===== src/sv/iibm_pkg.sv =====
`timescale 1ns / 1ps
// ----------------------------------------------------------------------------
// iibm_pkg
// shared types and constants of the integral image box mean block
// ----------------------------------------------------------------------------
package iibm_pkg;

    localparam int CFG_IDX_BITS = 2;
    localparam int CFG_BITS     = 9;

    localparam logic [CFG_IDX_BITS-1:0] REG_FRAME_WIDTH  = 2'd0;
    localparam logic [CFG_IDX_BITS-1:0] REG_FRAME_HEIGHT = 2'd1;
    localparam logic [CFG_IDX_BITS-1:0] REG_BOX_SIZE     = 2'd2;

    localparam logic FUNC_WRITE = 1'b0;
    localparam logic FUNC_QUERY = 1'b1;

    typedef enum logic [3:0] {
        ST_IDLE,
        ST_WR_RD,
        ST_WR_WAIT,
        ST_WR_DO,
        ST_Q_SETUP,
        ST_Q_RD,
        ST_Q_ACC,
        ST_Q_DIV,
        ST_OUT
    } iibm_state_t;

    typedef struct packed {
        logic accept;
        logic wr_read;
        logic wr_commit;
        logic q_setup;
        logic q_read;
        logic q_acc;
        logic div_start;
        logic out_load;
        logic [1:0] corner;
    } iibm_cmd_t;

    typedef struct packed {
        logic is_query;
        logic loaded;
        logic div_done;
    } iibm_sts_t;

endpackage


===== src/sv/iibm_ctrl.sv =====
`timescale 1ns / 1ps
// ----------------------------------------------------------------------------
// iibm_ctrl
// sequencer for pixel writes and box queries
// ----------------------------------------------------------------------------
module iibm_ctrl
    import iibm_pkg::*;
(
    input  logic      clk,
    input  logic      rst_n,
    input  logic      in_valid,
    output logic      in_ready,
    output logic      out_valid,
    input  logic      out_ready,
    input  iibm_sts_t sts,
    output iibm_cmd_t cmd
);

    iibm_state_t state_reg, state_next;
    logic [1:0]  corner_reg, corner_next;

    always_ff @(posedge clk or negedge rst_n)
    begin
        if (!rst_n)
        begin
            state_reg  <= ST_IDLE;
            corner_reg <= 2'd0;
        end
        else
        begin
            state_reg  <= state_next;
            corner_reg <= corner_next;
        end
    end

    always_comb
    begin
        state_next  = state_reg;
        corner_next = corner_reg;
        unique case (state_reg)
            ST_IDLE:
            begin
                if (in_valid)
                begin
                    state_next = (sts.is_query == FUNC_QUERY) ? ST_Q_SETUP : ST_WR_RD;
                end
            end
            ST_WR_RD:   state_next = ST_WR_WAIT;
            ST_WR_WAIT: state_next = ST_WR_DO;
            ST_WR_DO:   state_next = ST_IDLE;
            ST_Q_SETUP:
            begin
                corner_next = 2'd0;
                state_next  = sts.loaded ? ST_Q_RD : ST_OUT;
            end
            ST_Q_RD:    state_next = ST_Q_ACC;
            ST_Q_ACC:
            begin
                corner_next = corner_reg + 2'd1;
                state_next  = (corner_reg == 2'd3) ? ST_Q_DIV : ST_Q_RD;
            end
            ST_Q_DIV:   state_next = sts.div_done ? ST_OUT : ST_Q_DIV;
            ST_OUT:     state_next = out_ready ? ST_IDLE : ST_OUT;
            default:    state_next = ST_IDLE;
        endcase
    end

    always_comb
    begin
        cmd        = '0;
        cmd.corner = corner_reg;
        in_ready   = 1'b0;
        out_valid  = 1'b0;
        unique case (state_reg)
            ST_IDLE:
            begin
                in_ready   = 1'b1;
                cmd.accept = in_valid;
            end
            ST_WR_RD:   cmd.wr_read = 1'b1;
            ST_WR_WAIT: ;
            ST_WR_DO:   cmd.wr_commit = 1'b1;
            ST_Q_SETUP: cmd.q_setup = 1'b1;
            ST_Q_RD:    cmd.q_read = 1'b1;
            ST_Q_ACC:
            begin
                cmd.q_acc     = 1'b1;
                cmd.div_start = (corner_reg == 2'd3);
            end
            ST_Q_DIV:   cmd.out_load = sts.div_done;
            ST_OUT:     out_valid = 1'b1;
            default:    ;
        endcase
    end

endmodule


===== config.mk =====
export PLATFORM = sky130hd
export DESIGN_NAME = iibm_ctrl
export DESIGN_NICKNAME = d
export VERILOG_FILES = /design/src/sv/iibm_pkg.sv /design/src/sv/iibm_ctrl.sv
export SDC_FILE = /design/constraint.sdc
export NUM_CORES = 1
export LEC_CHECK = 0
export ABC_AREA = 1
export BUFFER_PORTS_ARGS = -buffer_cell sky130_fd_sc_hd__buf_2
export CORE_UTILIZATION = 30
export CTS_CLUSTER_SIZE = 10
export DETAILED_ROUTE_END_ITERATION = 8
export PLACE_DENSITY = 0.65
export REMOVE_ABC_BUFFERS = 1
export SETUP_SLACK_MARGIN = 0.5
export SYNTH_ARGS = -nofsm -noshare
export SYNTH_HDL_FRONTEND = slang
export SYNTH_SLANG_ARGS = --single-unit

===== constraint.sdc =====
create_clock -name clk -period 1.4 [get_ports clk]
set_input_delay 0.14 -clock clk [delete_from_list [all_inputs] [get_ports clk]]
set_output_delay 0.14 -clock clk [all_outputs]
set_load 0.01 [all_outputs]

* Word level (Yosys, flattened, before mapping)
Index checks and enable logic that the tools add are counted.
** Storage, ports and cells
- Register bits after elaboration :: 6
- Bits of input ports :: 7
- Output and inout bits :: 12
- Logic and storage cells :: 32
** Operators by class
- Add/subtract/negate cells :: 1
- Equality and inequality tests :: 10
- Multiplexer cells :: 17
- Reductions and logical operators :: 2
** Operator list (number)
- $pmux W4 S8 :: 1
- $eq A4 B3 Y1 const B :: 4
- $mux W4 :: 4
- $eq A4 B2 Y1 const B :: 2
- $mux W1 :: 8
- $eq A4 B1 Y1 const B :: 1
- $eq A4 B4 Y1 const B :: 1
- $logic_not A4 Y1 :: 1
- $mux W2 :: 2
- $pmux W2 S2 :: 1
- $mux W3 :: 1
- $add A2 B1 Y2 const B :: 1
- $eq A2 B2 Y1 const B :: 1
- $ne A2 B2 Y1 const B :: 1
- $reduce_bool A2 Y1 :: 1

* Depth between registers and ports, before layout
- Word-level depth :: 3
- Depth in mapped cells :: 6
- Mapped depth without buffers :: 6

* Least setup slack after synthesis
OpenSTA, ideal clock, no wires.
- Kind :: reg-to-output
- Start point :: register state_reg[3]
- End point :: output cmd[3] in the netlist's numbering
- Data arrival time :: 950 ps
- Data required time :: 1260 ps
- Slack :: 310 ps
- Stages on the path, launching flop included :: 6
- Path through :: dfrtp_1 -> inv_2 -> nand2_1 -> nor2_2 -> nand2_1 -> inv_1
** RTL lines
- start, declared :: RTL line iibm_ctrl.sv:19 : iibm_state_t state_reg, state_next;
- start signal, assigned :: RTL line iibm_ctrl.sv:31 : state_reg <= state_next;
- end, declared :: RTL line iibm_ctrl.sv:16 : output iibm_cmd_t cmd

==> results.cfg <==
[outcome]
status = complete, no violations

[floorplanning]
initial_core_util_pct = 32.5
die_h_um = 39.8
dieArea_sq_um = 1580
core.rowCount = 13
core_area_sq_um = 1320
io_pins = 19
die_w_um = 39.8

[final_layout]
antennaDiodeCount = 0
utilization_pct = 56.7
drive_gt1_share_pct = 67.7
areaGrowthSynthToFinish_pct = 74.6
finalNetCount = 109
layout.cells.most_common = buf_2
stdcell_area_sq_um = 747
largest_reg_flops = 4
mostFrequentLayoutCells = buf_2, buf_4, nand2_2, inv_1, nor2_2

[clock_network]
numCtsBuffers = 3
htree_levels = 1
cts_root_buf = clkbuf_4
clk_pin_slew_ns = 0.05
cts_tree = yes
cts_buffer_depth = 2
insertion_delay_ns = 0.24
clock_sinks = 6

[hold_path]
min_from = in_valid
worstHoldPathCells = 3
whs_endpoint = state_reg[0]$_DFFE_PN0P_
hold_class = in -> reg

[detailed_routing]
route.vias.total = 525
drc = 0
wl_per_cell_um = 11.8
first_iter_violations = 15
firstDrtPassIters = 4
wl_um = 1340
drtAntennaViolNets = 0
routed_via_density = 4.61

[sta]
drv_slew = 0
setup_violations = 0
grt_setup_unrepaired = true
max_freq_mhz = 737
setup_tns_ns = 0
fin_skew_ns = 0.00569
worst_pin_slew_ns = 0.180
fin_ws_ns = 0.0431
slew_headroom_pct = 88.0
hold_viol = 0
finalCriticalPeriod_ns = 1.36
timing.final.crit_share_pct = 96.9

[setup_path]
path_delay_family = flip-flops
r2r_slack_ns = 0.13
worst_path_max_delay_cell = dfrtp_2
cpPeakStageDelay_ns = 0.45
path_max_fanout = 4
startpoint_type = flip-flop
crit_type = reg -> out
r2r_cells = 7
r2r_end = state_reg[2]$_DFFE_PN0P_
arrival_ns = 1.22
worstPathCellList = nor2_4, inv_2, nor2_1, buf_2
critical_path_required_ns = 1.26
crit-reg2reg-launch = state_reg[3]$_DFFE_PN0P_
timing.critical_path.buf_inv = 2
worstSetupEndpointType = output port

[global_route]
grt.total_usage_pct = 18.0
grt_max_degree = 7
grt_pass1_wl_um = 1750
antenna_found_initial = 0
grt-ovfl-total = 0
grt_pass1_vias = 452

[yosys]
yosysSeqAreaShare_pct = 35.1
synth_top_area_share_pct = 35.1
ys_types = 16
yosysWarnings = 0
syn_inst = 63
ys_top_cells_by_area = dfrtp_1, nand2_1, nor2_2, inv_1, nor2_1
syn_avg_cell_area_sq_um = 6.79
syn-cell-area_sq_um = 428
ys_seq_elements = 6
synth_area_leader_cell = dfrtp_1

[pwr]
switching_share_pct = 46.3
p_sw_w = 0.000741
vdd_drop_max_mv = 0.911
p_comb_share_pct = 66.2
p_leak_nw = 0.436
seq_power_share_pct = 24.1
p_int_w = 0.000859
power_density_nw_per_um2 = 2140
clock_power_share_pct = 9.7

[place]
place_ws_ns = 0.233
hpwl_um = 747
place.gp.congestion = 0.779
place_area_sq_um = 537
io_buffers = 18

[flow_run]
maxCapViolations = 0
## per-stage QoR
step / hold slack (ns) / power, W / instances
2_1_floorplan: -0.156 / 0.000787 / 63
3_3_place_gp: -0.0320 / 0.000968 / 96
3_5_place_dp: -0.0343 / 0.000972 / 96
4_1_cts: 0.158 / 0.00140 / 109
5_1_grt: 0.160 / 0.00172 / 114
6_report: 0.159 / 0.00160 / 114
## final cells by class
type / count / area, sq um
Fill cell: 110 / 571
Multi-Input combinational cell: 43 / 280
Timing Repair Buffer: 33 / 213
Sequential cell: 6 / 155
Inverter: 14 / 57.6
Clock buffer: 3 / 22.5
Tap cell: 15 / 18.8
## worst min-delay path, cell delays in order
cell and delay, ns:
buf_2 0.09, nor2_2 0.05, nor2_2 0.08
## synth_stat cells
| library cell | instances |
|---|---|
| o21ai_1 | 1 |
| nor2_2 | 7 |
| nand3b_1 | 2 |
| inv_2 | 5 |
| nand2_1 | 15 |
| ha_1 | 1 |
| nor3_2 | 1 |
| o21ai_0 | 1 |
| dfrtp_1 | 6 |
| nand3_1 | 4 |
| nor2_1 | 7 |
| a22o_1 | 1 |
| inv_1 | 9 |
| nor2_4 | 1 |
| nor3_1 | 1 |
| nand4_1 | 1 |
## worst max-delay path by stage
stage	from	to	cells after the start	slack, ns
after floorplan	state_reg[3]$_DFFE_PN0P_	cmd[3]	5	0.31
after global placement	state_reg[3]$_DFFE_PN0P_	cmd[3]	6	0.23
after detailed placement	state_reg[3]$_DFFE_PN0P_	cmd[3]	6	0.23
after CTS	state_reg[3]$_DFFE_PN0P_	cmd[3]	6	0.07
after global routing	state_reg[0]$_DFFE_PN0P_	cmd[6]	4	-0.03
final	state_reg[0]$_DFFE_PN0P_	cmd[6]	4	0.04
## what timing repair did
item | CTS | global route
pin swaps | 5 | 8
endpoints found under the hold margin | 6 | 0
cloned | 0 | 0
buffers inserted | 9 | 5
hold buffers | 1 | 0
gates resized for setup | 17 | 9
endpoints found under the setup margin | 18 | 18
## power groups by stage
| stage | clock network (W) | registers (W) | logic (W) |
|---|---|---|---|
| final | 0.000155 | 0.000386 | 0.00106 |
| after global routing | 0.000181 | 0.000394 | 0.00115 |
| after floorplan | 0 | 0.000339 | 0.000448 |
| after detailed placement | 0 | 0.000339 | 0.000633 |
| after CTS | 0.000162 | 0.000362 | 0.000874 |
| after global placement | 0 | 0.000337 | 0.000631 |
## cells by family (layout without fill, tap and decap cells)
group           after synthesis  count (layout)  share of synthesized area [%]
compound gates                3               3                           4.38
fa+ha+maj                     1               1                           2.92
buf+inv                      14              50                           12.3
flops                         6               6                           35.1
simple gates                 39              39                           45.3
## routing by layer
layer | up-vias | GRT usage (%) | routed length (um)
met4 | 0 | 18.1 | 10
met2 | 30 | 30.3 | 720
met1 | 228 | 17.1 | 512
met5 | - | 0 | 0
met3 | 2 | 4.55 | 97
li1 | 265 | - | -
Power figures use the tool's default switching activity.
